## src/hw/rtl/menu_key_repeat_debounce_unit_defines.svh

```systemverilog
// ----------------------------------------------------------------------------
// Menu key qualifier assertion macros
// Concurrent check wrappers shared by the files that carry assertions.
// ----------------------------------------------------------------------------
`ifndef MENU_KEY_REPEAT_DEBOUNCE_UNIT_DEFINES_SVH
`define MENU_KEY_REPEAT_DEBOUNCE_UNIT_DEFINES_SVH

`ifndef NO_ASSERTIONS

// Check an implication on every clock edge outside reset.
`define MKRD_ASSERT_IMPLY(label, clk, rst, ante, cons) \
   label: assert property (@(posedge clk) disable iff (rst) (ante) |-> (cons)) \
      else $error("mkrd: implication check failed");

// Check a next-cycle implication on every clock edge, reset included.
`define MKRD_ASSERT_NEXT(label, clk, ante, cons) \
   label: assert property (@(posedge clk) (ante) |=> (cons)) \
      else $error("mkrd: next-cycle check failed");

`else

`define MKRD_ASSERT_IMPLY(label, clk, rst, ante, cons)
`define MKRD_ASSERT_NEXT(label, clk, ante, cons)

`endif

`endif

```

## src/hw/rtl/mkrd_pkg.sv

```systemverilog
// ----------------------------------------------------------------------------
// Menu key qualifier package
// Shared widths, codes, register defaults and bundle types.
// ----------------------------------------------------------------------------
package mkrd_pkg;

   localparam int TIME_WIDTH_DEFAULT = 32;
   localparam int BTN_WIDTH          = 7;
   localparam int DIR_WIDTH          = 4;
   localparam int ACT_WIDTH          = 3;
   localparam int CSR_WIDTH          = 16;
   localparam int CSR_INDEX_WIDTH    = 2;
   localparam int NOW_WIDTH          = 32;
   localparam int KIND_WIDTH         = 2;

   // Item kinds
   localparam logic [KIND_WIDTH-1:0] KIND_POLL     = 2'd0;
   localparam logic [KIND_WIDTH-1:0] KIND_INJECT   = 2'd1;
   localparam logic [KIND_WIDTH-1:0] KIND_SUPPRESS = 2'd2;

   // Register indexes
   localparam logic [CSR_INDEX_WIDTH-1:0] CSR_REPEAT_DELAY  = 2'd0;
   localparam logic [CSR_INDEX_WIDTH-1:0] CSR_REPEAT_PERIOD = 2'd1;
   localparam logic [CSR_INDEX_WIDTH-1:0] CSR_DEBOUNCE      = 2'd2;
   localparam logic [CSR_INDEX_WIDTH-1:0] CSR_RELEASE_SETTLE = 2'd3;

   // Register reset values
   localparam logic [CSR_WIDTH-1:0] RESET_REPEAT_DELAY   = 16'd400;
   localparam logic [CSR_WIDTH-1:0] RESET_REPEAT_PERIOD  = 16'd100;
   localparam logic [CSR_WIDTH-1:0] RESET_DEBOUNCE       = 16'd50;
   localparam logic [CSR_WIDTH-1:0] RESET_RELEASE_SETTLE = 16'd100;

   typedef struct packed {
      logic [CSR_WIDTH-1:0] repeat_delay;
      logic [CSR_WIDTH-1:0] repeat_period;
      logic [CSR_WIDTH-1:0] debounce;
      logic [CSR_WIDTH-1:0] release_settle;
   } cfg_type;

   typedef struct packed {
      logic [BTN_WIDTH-1:0] seen;
      logic [BTN_WIDTH-1:0] pulse;
   } result_type;

endpackage

```

## src/hw/rtl/mkrd_csr.sv

```systemverilog
// ----------------------------------------------------------------------------
// Menu key qualifier configuration registers
// Four timing registers written through a plain write port.
// ----------------------------------------------------------------------------
module mkrd_csr (
   input  logic                                   clock,
   input  logic                                   reset,
   input  logic                                   csr_write_enable,
   input  logic [mkrd_pkg::CSR_INDEX_WIDTH-1:0]   csr_index,
   input  logic [mkrd_pkg::CSR_WIDTH-1:0]         csr_write_data,
   output mkrd_pkg::cfg_type                      cfg
);
   import mkrd_pkg::*;

   cfg_type cfg_ff;
   cfg_type cfg_in;

   always_comb begin
      cfg_in = cfg_ff;
      if (csr_write_enable) begin
         unique case (csr_index)
            CSR_REPEAT_DELAY:   cfg_in.repeat_delay   = csr_write_data;
            CSR_REPEAT_PERIOD:  cfg_in.repeat_period  = csr_write_data;
            CSR_DEBOUNCE:       cfg_in.debounce       = csr_write_data;
            CSR_RELEASE_SETTLE: cfg_in.release_settle = csr_write_data;
            default:            cfg_in = cfg_ff;
         endcase
      end
   end

   always_ff @(posedge clock) begin
      if (reset) begin
         cfg_ff.repeat_delay   <= RESET_REPEAT_DELAY;
         cfg_ff.repeat_period  <= RESET_REPEAT_PERIOD;
         cfg_ff.debounce       <= RESET_DEBOUNCE;
         cfg_ff.release_settle <= RESET_RELEASE_SETTLE;
      end else begin
         cfg_ff <= cfg_in;
      end
   end

   assign cfg = cfg_ff;

endmodule

```

## src/hw/rtl/mkrd_eval.sv

```systemverilog
// ----------------------------------------------------------------------------
// Menu key qualifier evaluation
// Key history state and the single-pass next-state and result logic.
// ----------------------------------------------------------------------------
module mkrd_eval #(
   parameter int TIME_WIDTH = mkrd_pkg::TIME_WIDTH_DEFAULT
) (
   input  logic                               clock,
   input  logic                               reset,
   input  mkrd_pkg::cfg_type                  cfg,
   input  logic                               fire,
   input  logic [mkrd_pkg::KIND_WIDTH-1:0]    kind,
   input  logic [mkrd_pkg::NOW_WIDTH-1:0]     now_ms,
   input  logic [mkrd_pkg::BTN_WIDTH-1:0]     pad_buttons,
   input  logic                               pad_connected,
   input  logic [mkrd_pkg::BTN_WIDTH-1:0]     inject_buttons,
   input  logic [mkrd_pkg::CSR_WIDTH-1:0]     suppress_ms,
   output mkrd_pkg::result_type               result
);
   import mkrd_pkg::*;

   logic [BTN_WIDTH-1:0]  prev_held_ff,   prev_held_in;
   logic [TIME_WIDTH-1:0] rpt_deadline_ff, rpt_deadline_in;
   logic [TIME_WIDTH-1:0] last_action_ff, last_action_in;
   logic [ACT_WIDTH-1:0]  deferred_ff,    deferred_in;
   logic [BTN_WIDTH-1:0]  queued_ff,      queued_in;
   logic [TIME_WIDTH-1:0] supp_until_ff,  supp_until_in;
   logic                  wait_rel_ff,    wait_rel_in;
   logic [TIME_WIDTH-1:0] rel_since_ff,   rel_since_in;

   logic [TIME_WIDTH-1:0] now_t;
   logic [BTN_WIDTH-1:0]  held;
   logic [BTN_WIDTH-1:0]  inj;
   logic [BTN_WIDTH-1:0]  pressed;
   logic [BTN_WIDTH-1:0]  act;
   logic [TIME_WIDTH-1:0] supp_diff;
   logic [TIME_WIDTH-1:0] settle_diff;
   logic [TIME_WIDTH-1:0] action_diff;
   logic [TIME_WIDTH-1:0] now_plus_delay;
   logic [TIME_WIDTH-1:0] now_plus_period;
   logic [TIME_WIDTH-1:0] deadline_armed;
   logic [TIME_WIDTH-1:0] deadline_diff;
   logic                  suppressed;
   logic                  can_act;
   logic                  rpt;
   logic [DIR_WIDTH-1:0]  dirs;
   logic [ACT_WIDTH-1:0]  acts;

   // Time arithmetic
   assign now_t           = TIME_WIDTH'(now_ms);
   assign held            = pad_connected ? pad_buttons : '0;
   assign inj             = queued_ff;
   assign supp_diff       = now_t - supp_until_ff;
   assign settle_diff     = now_t - rel_since_ff;
   assign action_diff     = now_t - last_action_ff;
   assign now_plus_delay  = now_t + TIME_WIDTH'(cfg.repeat_delay);
   assign now_plus_period = now_t + TIME_WIDTH'(cfg.repeat_period);
   assign pressed         = held & ~prev_held_ff;
   assign act             = pressed | inj;
   assign deadline_armed  = (pressed != '0) ? now_plus_delay : rpt_deadline_ff;
   assign deadline_diff   = now_t - deadline_armed;
   assign can_act         = action_diff >= TIME_WIDTH'(cfg.debounce);
   assign rpt             = can_act && (held[DIR_WIDTH-1:0] != '0) &&
                            !deadline_diff[TIME_WIDTH-1];
   assign dirs            = act[DIR_WIDTH-1:0] |
                            (rpt ? held[DIR_WIDTH-1:0] : '0);
   assign acts            = act[BTN_WIDTH-1:DIR_WIDTH] | deferred_ff;

   always_comb begin
      prev_held_in    = prev_held_ff;
      rpt_deadline_in = rpt_deadline_ff;
      last_action_in  = last_action_ff;
      deferred_in     = deferred_ff;
      queued_in       = queued_ff;
      supp_until_in   = supp_until_ff;
      wait_rel_in     = wait_rel_ff;
      rel_since_in    = rel_since_ff;
      suppressed      = 1'b0;
      result          = '0;

      // Suppression check: deadline first, then the all-released settle time
      if ((supp_until_ff != '0) && supp_diff[TIME_WIDTH-1]) begin
         suppressed = 1'b1;
      end else begin
         supp_until_in = '0;
         if (wait_rel_ff) begin
            if (held != '0) begin
               rel_since_in = '0;
               suppressed   = 1'b1;
            end else if (rel_since_ff == '0) begin
               rel_since_in = now_t;
               suppressed   = 1'b1;
            end else if (settle_diff < TIME_WIDTH'(cfg.release_settle)) begin
               suppressed   = 1'b1;
            end else begin
               wait_rel_in  = 1'b0;
               rel_since_in = '0;
            end
         end
      end

      if (fire) begin
         case (kind)
            KIND_INJECT: begin
               supp_until_in = supp_until_ff;
               wait_rel_in   = wait_rel_ff;
               rel_since_in  = rel_since_ff;
               queued_in     = queued_ff | inject_buttons;
            end
            KIND_SUPPRESS: begin
               supp_until_in = now_t + TIME_WIDTH'(suppress_ms);
               wait_rel_in   = 1'b1;
               rel_since_in  = '0;
               deferred_in   = '0;
            end
            KIND_POLL: begin
               queued_in = '0;
               if (suppressed) begin
                  // Reload the history so nothing fires on release
                  prev_held_in    = held;
                  rpt_deadline_in = now_plus_delay;
                  last_action_in  = now_t;
                  deferred_in     = '0;
                  result.seen     = inj;
               end else begin
                  result.seen     = held | inj;
                  prev_held_in    = held;
                  rpt_deadline_in = rpt ? now_plus_period : deadline_armed;
                  if (!can_act) begin
                     // Hold confirm, back and start edges until the window ends
                     deferred_in = deferred_ff | act[BTN_WIDTH-1:DIR_WIDTH];
                  end else begin
                     deferred_in  = '0;
                     result.pulse = {acts, dirs};
                     if ((dirs != '0) || (acts != '0)) begin
                        last_action_in = now_t;
                     end
                  end
               end
            end
            default: begin
               supp_until_in = supp_until_ff;
               wait_rel_in   = wait_rel_ff;
               rel_since_in  = rel_since_ff;
            end
         endcase
      end else begin
         supp_until_in = supp_until_ff;
         wait_rel_in   = wait_rel_ff;
         rel_since_in  = rel_since_ff;
      end
   end

   always_ff @(posedge clock) begin
      if (reset) begin
         prev_held_ff    <= '0;
         rpt_deadline_ff <= '0;
         last_action_ff  <= '0;
         deferred_ff     <= '0;
         queued_ff       <= '0;
         supp_until_ff   <= '0;
         wait_rel_ff     <= 1'b0;
         rel_since_ff    <= '0;
      end else begin
         prev_held_ff    <= prev_held_in;
         rpt_deadline_ff <= rpt_deadline_in;
         last_action_ff  <= last_action_in;
         deferred_ff     <= deferred_in;
         queued_ff       <= queued_in;
         supp_until_ff   <= supp_until_in;
         wait_rel_ff     <= wait_rel_in;
         rel_since_ff    <= rel_since_in;
      end
   end

endmodule

```

## src/hw/rtl/menu_key_repeat_debounce_unit.sv

```systemverilog
// ----------------------------------------------------------------------------
// Menu key repeat and debounce unit
// Qualifies seven menu buttons into press pulses with auto-repeat,
// debounce with deferred actions, injected presses and suppression.
// ----------------------------------------------------------------------------
//
//   channel | direction | handshake          | carries
//   --------+-----------+--------------------+----------------------------------
//   req_    | in        | req_valid/req_stall| one poll, inject or suppress beat
//   rsp_    | out       | rsp_valid/rsp_stall| one result beat per poll
//   csr_    | in        | csr_write_enable   | timing register write, no wait
//
// One beat is taken every clock while req_stall is low: a request beat is
// registered, evaluated in one pass against the key history, and a poll lands
// in the result register once that register is free.
// Inject and suppress beats update the history and never wait on rsp_stall.
// A stalled result holds the result register; a poll behind it then holds
// the request register and raises req_stall in the same cycle.
// Reset clears the key history and loads the register defaults (400, 100,
// 50 and 100 ms).
// ----------------------------------------------------------------------------
`include "menu_key_repeat_debounce_unit_defines.svh"

module menu_key_repeat_debounce_unit #(
   parameter int TIME_WIDTH = mkrd_pkg::TIME_WIDTH_DEFAULT
) (
   input  logic                                 clock,
   input  logic                                 reset,
   // request channel
   input  logic                                 req_valid,
   output logic                                 req_stall,
   input  logic [mkrd_pkg::KIND_WIDTH-1:0]      req_kind,
   input  logic [mkrd_pkg::NOW_WIDTH-1:0]       req_now_ms,
   input  logic [mkrd_pkg::BTN_WIDTH-1:0]       req_pad_buttons,
   input  logic                                 req_pad_connected,
   input  logic [mkrd_pkg::BTN_WIDTH-1:0]       req_inject_buttons,
   input  logic [mkrd_pkg::CSR_WIDTH-1:0]       req_suppress_ms,
   // result channel
   output logic                                 rsp_valid,
   input  logic                                 rsp_stall,
   output logic [mkrd_pkg::BTN_WIDTH-1:0]       rsp_seen_buttons,
   output logic                                 rsp_up_pulse,
   output logic                                 rsp_down_pulse,
   output logic                                 rsp_left_pulse,
   output logic                                 rsp_right_pulse,
   output logic                                 rsp_confirm_pulse,
   output logic                                 rsp_back_pulse,
   output logic                                 rsp_start_pulse,
   // configuration port
   input  logic                                 csr_write_enable,
   input  logic [mkrd_pkg::CSR_INDEX_WIDTH-1:0] csr_index,
   input  logic [mkrd_pkg::CSR_WIDTH-1:0]       csr_write_data
);
   import mkrd_pkg::*;

   cfg_type    cfg;
   result_type eval_result;

   // Request register
   logic                   s1_valid_ff, s1_valid_in;
   logic [KIND_WIDTH-1:0]  s1_kind_ff;
   logic [NOW_WIDTH-1:0]   s1_now_ff;
   logic [BTN_WIDTH-1:0]   s1_buttons_ff;
   logic                   s1_connected_ff;
   logic [BTN_WIDTH-1:0]   s1_inject_ff;
   logic [CSR_WIDTH-1:0]   s1_suppress_ff;

   // Result register
   logic                   out_valid_ff, out_valid_in;
   result_type             out_result_ff;

   logic req_fire;
   logic out_free;
   logic s1_is_poll;
   logic s1_go;

   mkrd_csr u_csr (
      .clock            (clock),
      .reset            (reset),
      .csr_write_enable (csr_write_enable),
      .csr_index        (csr_index),
      .csr_write_data   (csr_write_data),
      .cfg              (cfg)
   );

   // Advance the request register whenever its beat can leave: a non-poll
   // beat always can, a poll only when the result register is free
   assign out_free   = !out_valid_ff || !rsp_stall;
   assign s1_is_poll = (s1_kind_ff == KIND_POLL);
   assign s1_go      = s1_valid_ff && (!s1_is_poll || out_free);
   assign req_stall  = s1_valid_ff && !s1_go;
   assign req_fire   = req_valid && !req_stall;

   assign s1_valid_in  = req_fire || (s1_valid_ff && !s1_go);
   assign out_valid_in = (s1_go && s1_is_poll) || (out_valid_ff && rsp_stall);

   mkrd_eval #(
      .TIME_WIDTH (TIME_WIDTH)
   ) u_eval (
      .clock          (clock),
      .reset          (reset),
      .cfg            (cfg),
      .fire           (s1_go),
      .kind           (s1_kind_ff),
      .now_ms         (s1_now_ff),
      .pad_buttons    (s1_buttons_ff),
      .pad_connected  (s1_connected_ff),
      .inject_buttons (s1_inject_ff),
      .suppress_ms    (s1_suppress_ff),
      .result         (eval_result)
   );

   // Control flops
   always_ff @(posedge clock) begin
      if (reset) begin
         s1_valid_ff  <= 1'b0;
         out_valid_ff <= 1'b0;
      end else begin
         s1_valid_ff  <= s1_valid_in;
         out_valid_ff <= out_valid_in;
      end
   end

   // Payload flops: load on accept, hold otherwise
   always_ff @(posedge clock) begin
      if (req_fire) begin
         s1_kind_ff      <= req_kind;
         s1_now_ff       <= req_now_ms;
         s1_buttons_ff   <= req_pad_buttons;
         s1_connected_ff <= req_pad_connected;
         s1_inject_ff    <= req_inject_buttons;
         s1_suppress_ff  <= req_suppress_ms;
      end
      if (s1_go && s1_is_poll) begin
         out_result_ff <= eval_result;
      end
   end

   // Drive the result ports from the result register
   assign rsp_valid         = out_valid_ff;
   assign rsp_seen_buttons  = out_result_ff.seen;
   assign rsp_up_pulse      = out_result_ff.pulse[0];
   assign rsp_down_pulse    = out_result_ff.pulse[1];
   assign rsp_left_pulse    = out_result_ff.pulse[2];
   assign rsp_right_pulse   = out_result_ff.pulse[3];
   assign rsp_confirm_pulse = out_result_ff.pulse[4];
   assign rsp_back_pulse    = out_result_ff.pulse[5];
   assign rsp_start_pulse   = out_result_ff.pulse[6];

   // Checks
   // Inject and suppress beats never back up the request side
   `MKRD_ASSERT_IMPLY(a_nonpoll_no_stall, clock, reset,
      s1_valid_ff && !s1_is_poll, !req_stall)
   // Stall only with a beat parked in the request register
   `MKRD_ASSERT_IMPLY(a_stall_needs_beat, clock, reset, req_stall, s1_valid_ff)
   // A direction pulse always comes from a seen (held or injected) button
   `MKRD_ASSERT_IMPLY(a_dir_pulse_seen, clock, reset, rsp_valid,
      (out_result_ff.pulse[DIR_WIDTH-1:0] & ~out_result_ff.seen[DIR_WIDTH-1:0]) == '0)
   // Reset empties both registers
   `MKRD_ASSERT_NEXT(a_reset_empty, clock, reset, !rsp_valid && !s1_valid_ff)

endmodule
```

## config.mk

```make
export PLATFORM = sky130hd
export DESIGN_NAME = menu_key_repeat_debounce_unit
export DESIGN_NICKNAME = d
export VERILOG_FILES = /design/src/hw/rtl/mkrd_pkg.sv /design/src/hw/rtl/mkrd_csr.sv /design/src/hw/rtl/mkrd_eval.sv /design/src/hw/rtl/menu_key_repeat_debounce_unit.sv
export VERILOG_INCLUDE_DIRS = /design/src /design/src/hw/rtl
export SDC_FILE = /design/constraint.sdc
export NUM_CORES = 1
export LEC_CHECK = 0
export ABC_AREA = 1
export BUFFER_PORTS_ARGS = -buffer_cell sky130_fd_sc_hd__clkbuf_2
export CAP_MARGIN = 20
export CELL_PAD_IN_SITES_DETAIL_PLACEMENT = 1
export CELL_PAD_IN_SITES_GLOBAL_PLACEMENT = 2
export CORE_MARGIN = 2
export CORE_UTILIZATION = 36
export DETAILED_ROUTE_END_ITERATION = 6
export PLACE_DENSITY_LB_ADDON = 0.2
export SYNTH_ARGS = -nofsm -noshare
export SYNTH_HDL_FRONTEND = slang
export SYNTH_SLANG_ARGS = --single-unit
```

## constraint.sdc

```tcl
create_clock -name clock -period 6.03 [get_ports clock]
set_input_delay 0.603 -clock clock [delete_from_list [all_inputs] [get_ports clock]]
set_output_delay 0.603 -clock clock [all_outputs]
set_load 0.005 [all_outputs]
```

==> impl.org <==
** STA
- Final count of negative-setup-slack endpoints :: 0
- The final hold violation count was 0.
- Fin worst setup slack :: 410 ps
- The worst path uses between 90% and 100% of the clock period.
- Transition time at the pin with the least slew margin :: slightly below 900 ps
- Setup total negative slack on the finished layout was measured at 0 ps.
- Worst slew margin relative to its limit :: about two fifths
- For the finished layout, the period the worst path requires is about 5600 ps.
- Pins over their slew limit :: 0
- RSZ-0062 raised after global routing :: false
- For the final database, setup skew stands at between 15 and 20 ps.
- Timing would allow up to 178 MHz.

** Setup path
- Count of buffering cells on the critical path with inverters included :: 2
- The cell that appears most often on the critical path is sky130_fd_sc_hd__nand3_1.
- Critical path class :: flip-flop to flip-flop
- Endpoint kind of the worst setup timing path :: flip-flop
- The largest single stage delay on the critical path is around 420 ps.
- Crit-path leading delay family :: simple AND/OR/NAND/NOR gates
- Data required time at the worst endpoint :: between 6000 and 7000 ps
- Max Fanout on Critical Path :: 40
- The slowest stage of the critical path belongs to the cell sky130_fd_sc_hd__fa_1.
- Arrival @ worst endpoint :: around 6100 ps
- The worst setup path is launched from a flip-flop.

** Floorplanning
- The floorplan step defined a core boundary enclosing between 50000 and 60000 sq um.
- From bottom edge to top edge, the die measures approximately 250 microns.
- Once the floorplan was initialized, standard cells occupied 36.4% of the core.
- The die covers ~60000 sq um.
- During I/O placement, the number of pins put on the boundary was between 100 and 150.
- The floorplan step set the die width to 248 microns.
- The floorplan has 89 rows.

** Synthesis
- The synthesized design contains ~80 enable-type register cells.
- Synth Warn # :: 0
- Leading post-synthesis cells by cell area :: sky130_fd_sc_hd__dfxtp_1, sky130_fd_sc_hd__nand2_1, sky130_fd_sc_hd__ha_1
- After synthesis, the largest area contributor takes up roughly a fifth of total cell area.
- Net count of the mapped netlist :: between 3000 and 4000
- For this run, asynchronously set or reset flops after synthesis account for 0%.
- Cell area after technology mapping :: around 21000 sq um
- Number of synthesized register bits :: a little under 300
- Post-synthesis instance total :: 3096
- Portion of the post-synthesis area used by sequential elements :: 30.9%
- The synthesized design spends more area on one cell type than any other, namely sky130_fd_sc_hd__dfxtp_1.
- A synthesized cell averages between 6 and 7 sq um.
- Counting distinct cell types in the post-synthesis netlist gives 53.
- The most used flip-flop cell after synthesis is sky130_fd_sc_hd__dfxtp_1.

** Clocking
- Number of buffers inserted for hold repair after clock tree synthesis :: 0
- H-Tree Level Count :: 2
- The number of clock buffers added by TritonCTS is 37.
- The number of setup buffers added after CTS is 0.
- The clock drives 291 sinks.
- The clock reaches the later pin of the worst-skew pair after roughly 570 ps.
- Clock-pin slew was measured on the worst setup and hold paths at around 60 ps.
- Master cell of the clock root buffer :: sky130_fd_sc_hd__clkbuf_16
- Post-cts sizing count :: 0
- Clock tree from TritonCTS :: built
- Max Buffers Root-to-Sink :: 3

** Job
- Across the run, the number of max-cap violations was 0.

** Pwr
- Net switching is 34.5% of the power.
- The analysis attributes to cell leakage a power of around 11 nW.
- Clock group share of total power :: 37.6%
- Cell-internal power :: a little under 0.004 W
- Relative contribution of sequential cells to total power :: between 30% and 40%
- Summed over all nets, the switching power comes to roughly 0.0021 W.
- Combinational share of power :: 26.4%
- Largest voltage drop on the vdd net :: 0.185 mV
- Total power divided by cell area :: between 200 and 250 nW/um^2

** Finish
- The net count of the finished layout is 3497.
- Compared with the post-synthesis result, the final layout area differs by 12.6%.
- In the final layout, the share of cells above drive strength 1 is 9.63%.
- Summing all flip-flop and latch instances after layout gives 6620 sq um.
- After filler insertion, the fill cell instance count of the layout stands at 7495.
- Area of the multi-input gates :: between 10000 and 15000 sq um
- Diodes inserted :: 0

** Drt
- Residual DRC :: 0
- The final layout contains routed wiring with a total length of between 80 and 90 mm.
- Once detail routing completed, the nets flagged for antenna violations numbered 0.
- In the final routed layout, each cell accounts on average for around 21 microns.
- Before antenna repair, the detailed router went through 5 iterations.
- Vias after detailed routing :: between 20000 and 25000
- After the first detailed-routing iteration, the DRC count stood at about 1200.
- Routed via count divided by cell count :: around 5.3

** Global route
- Initial antenna violation count :: 1
- Global route overflow :: 0
- Entering global routing, the biggest net connects 66 pins.
- All-layer global routing usage :: between 20% and 30%
- The number of global-route vias before repair is 22000.
- First-pass GRT wire length :: 127 mm

** Run status
- The flow ran to the end, and the final reports show no timing, DRC or antenna violations.

** Placed design
- Post-placement worst setup slack :: 474 ps
- Detailed placement ended at an HPWL of 65.0 mm.
- At the end of routability-driven placement, the weighted congestion stood at 0.876.
- Port bufs :: just over 100

** Worst hold path
- The path class of the tightest hold or removal check is input pin to flip-flop.
[layout make-up]
cell class | count | area share (%)
inverters | 399 | 6.22
multi-input cells | 2322 | 53.5
well taps | 773 | 4.01
flip-flops and latches | 291 | 27.4
clock buffers | 47 | 4.21
clock inverters | 20 | 0.742
repair buffers | 152 | 3.93
[Yosys cell counts (23+ instances only)]
master,count
sky130_fd_sc_hd__xor2_1,74
sky130_fd_sc_hd__nand2_1,784
sky130_fd_sc_hd__buf_2,23
sky130_fd_sc_hd__nor2_1,314
sky130_fd_sc_hd__nand3_1,139
sky130_fd_sc_hd__nor3_1,29
sky130_fd_sc_hd__clkbuf_1,48
sky130_fd_sc_hd__nand4_1,35
sky130_fd_sc_hd__dfxtp_1,212
sky130_fd_sc_hd__nand3_2,37
sky130_fd_sc_hd__nor3b_1,33
sky130_fd_sc_hd__a21oi_1,303
sky130_fd_sc_hd__ha_1,201
sky130_fd_sc_hd__o21ai_0,192
sky130_fd_sc_hd__edfxtp_1,79
sky130_fd_sc_hd__inv_1,385
[state kept, by name (all words and copies together) (netlist names), 2 cells and up]
signal                  cells
u_csr.cfg                  64
s1_now_ff                  32
u_eval.last_action_ff      32
u_eval.rel_since_ff        32
u_eval.rpt_deadline_ff     32
u_eval.supp_until_ff       32
s1_suppress_ff             16
rsp_seen_buttons            7
s1_buttons_ff               7
s1_inject_ff                7
u_eval.inj                  7
u_eval.prev_held_ff         7
u_eval.deferred_ff          3
s1_kind_ff                  2
[worst paths after layout]
kind	startpoint	end	slack (ps)	cells past startpoint
worst max-delay path	s1_now_ff[0]	u_eval.last_action_ff[15]	410	27
worst min-delay path	req_suppress_ms[11]	s1_suppress_ff[11]	210	1
worst max register to register	s1_now_ff[0]	u_eval.last_action_ff[15]	410	27
worst min register to register	u_eval.rpt_deadline_ff[20]	u_eval.rpt_deadline_ff[20]	450	2
[routing by layer]
metal	vias up	GRT usage, %	wire, microns
met5	-	0	0
met4	0	8.30	2590
met3	105	3.15	3390
met2	383	44.9	38000
met1	10400	36.5	38500
li1	10400	-	-
[power groups by stage]
stage	sequential [W]	combinational [W]	clock, W
after detailed placement	0.00220	0.00157	0
after global routing	0.00216	0.00177	0.00239
after floorplan	0.00218	0.00106	0
after CTS	0.00216	0.00158	0.00232
final	0.00216	0.00159	0.00226
after global placement	0.00219	0.00152	0
[cells in the final DEF (no fill, tap or decap), types with 6 or more instances in the layout]
| master | count |
|---|---|
| sky130_fd_sc_hd__nand3_1 | 139 |
| sky130_fd_sc_hd__clkbuf_1 | 7 |
| sky130_fd_sc_hd__nand2_2 | 16 |
| sky130_fd_sc_hd__nor3_1 | 29 |
| sky130_fd_sc_hd__a21oi_1 | 303 |
| sky130_fd_sc_hd__buf_4 | 44 |
| sky130_fd_sc_hd__o21a_1 | 6 |
| sky130_fd_sc_hd__o211ai_1 | 22 |
| sky130_fd_sc_hd__a31oi_1 | 8 |
| sky130_fd_sc_hd__clkbuf_16 | 39 |
| sky130_fd_sc_hd__o21ai_0 | 192 |
| sky130_fd_sc_hd__xnor2_1 | 13 |
| sky130_fd_sc_hd__nand2_1 | 784 |
| sky130_fd_sc_hd__clkinv_1 | 6 |
| sky130_fd_sc_hd__o22ai_1 | 8 |
| sky130_fd_sc_hd__nor3b_1 | 33 |
| sky130_fd_sc_hd__nor2_2 | 10 |
| sky130_fd_sc_hd__clkinv_2 | 9 |
| sky130_fd_sc_hd__xor2_1 | 74 |
| sky130_fd_sc_hd__a211oi_1 | 7 |
| sky130_fd_sc_hd__clkbuf_2 | 103 |
| sky130_fd_sc_hd__a21o_1 | 8 |
| sky130_fd_sc_hd__ha_1 | 201 |
| sky130_fd_sc_hd__nand4_1 | 35 |
| sky130_fd_sc_hd__nand3b_1 | 15 |
| sky130_fd_sc_hd__dfxtp_1 | 212 |
| sky130_fd_sc_hd__nor4_1 | 13 |
| sky130_fd_sc_hd__nand3_2 | 37 |
| sky130_fd_sc_hd__nor2_1 | 314 |
| sky130_fd_sc_hd__o21bai_1 | 7 |
| sky130_fd_sc_hd__inv_1 | 383 |
| sky130_fd_sc_hd__edfxtp_1 | 79 |
| sky130_fd_sc_hd__inv_2 | 14 |
[cells by family (layout without fill, tap and decap cells)]
kind of cell | Yosys count | after routing | synth area share, %
simple gates | 1445 | 1445 | 29.7
buf+inv | 483 | 618 | 8.90
xor+xnor | 87 | 87 | 3.56
flops | 291 | 291 | 30.9
fa+ha+maj | 206 | 206 | 12.2
compound gates | 584 | 584 | 14.7
[per-stage QoR]
stage          total power [W]  cell area [sq um]  std cells  hold WS [ps]  utilization [%]
2_1_floorplan          0.00323              21400       3096           418                -
3_3_place_gp           0.00371              22900       3935           430             38.8
3_5_place_dp           0.00377              22900       3937           437             38.9
4_1_cts                0.00606              24100       4004           179             40.9
5_1_grt                0.00632              24100       4004           183             40.9
6_report               0.00600              24100       4004           210             40.9
(Power assumes the default switching activity.)
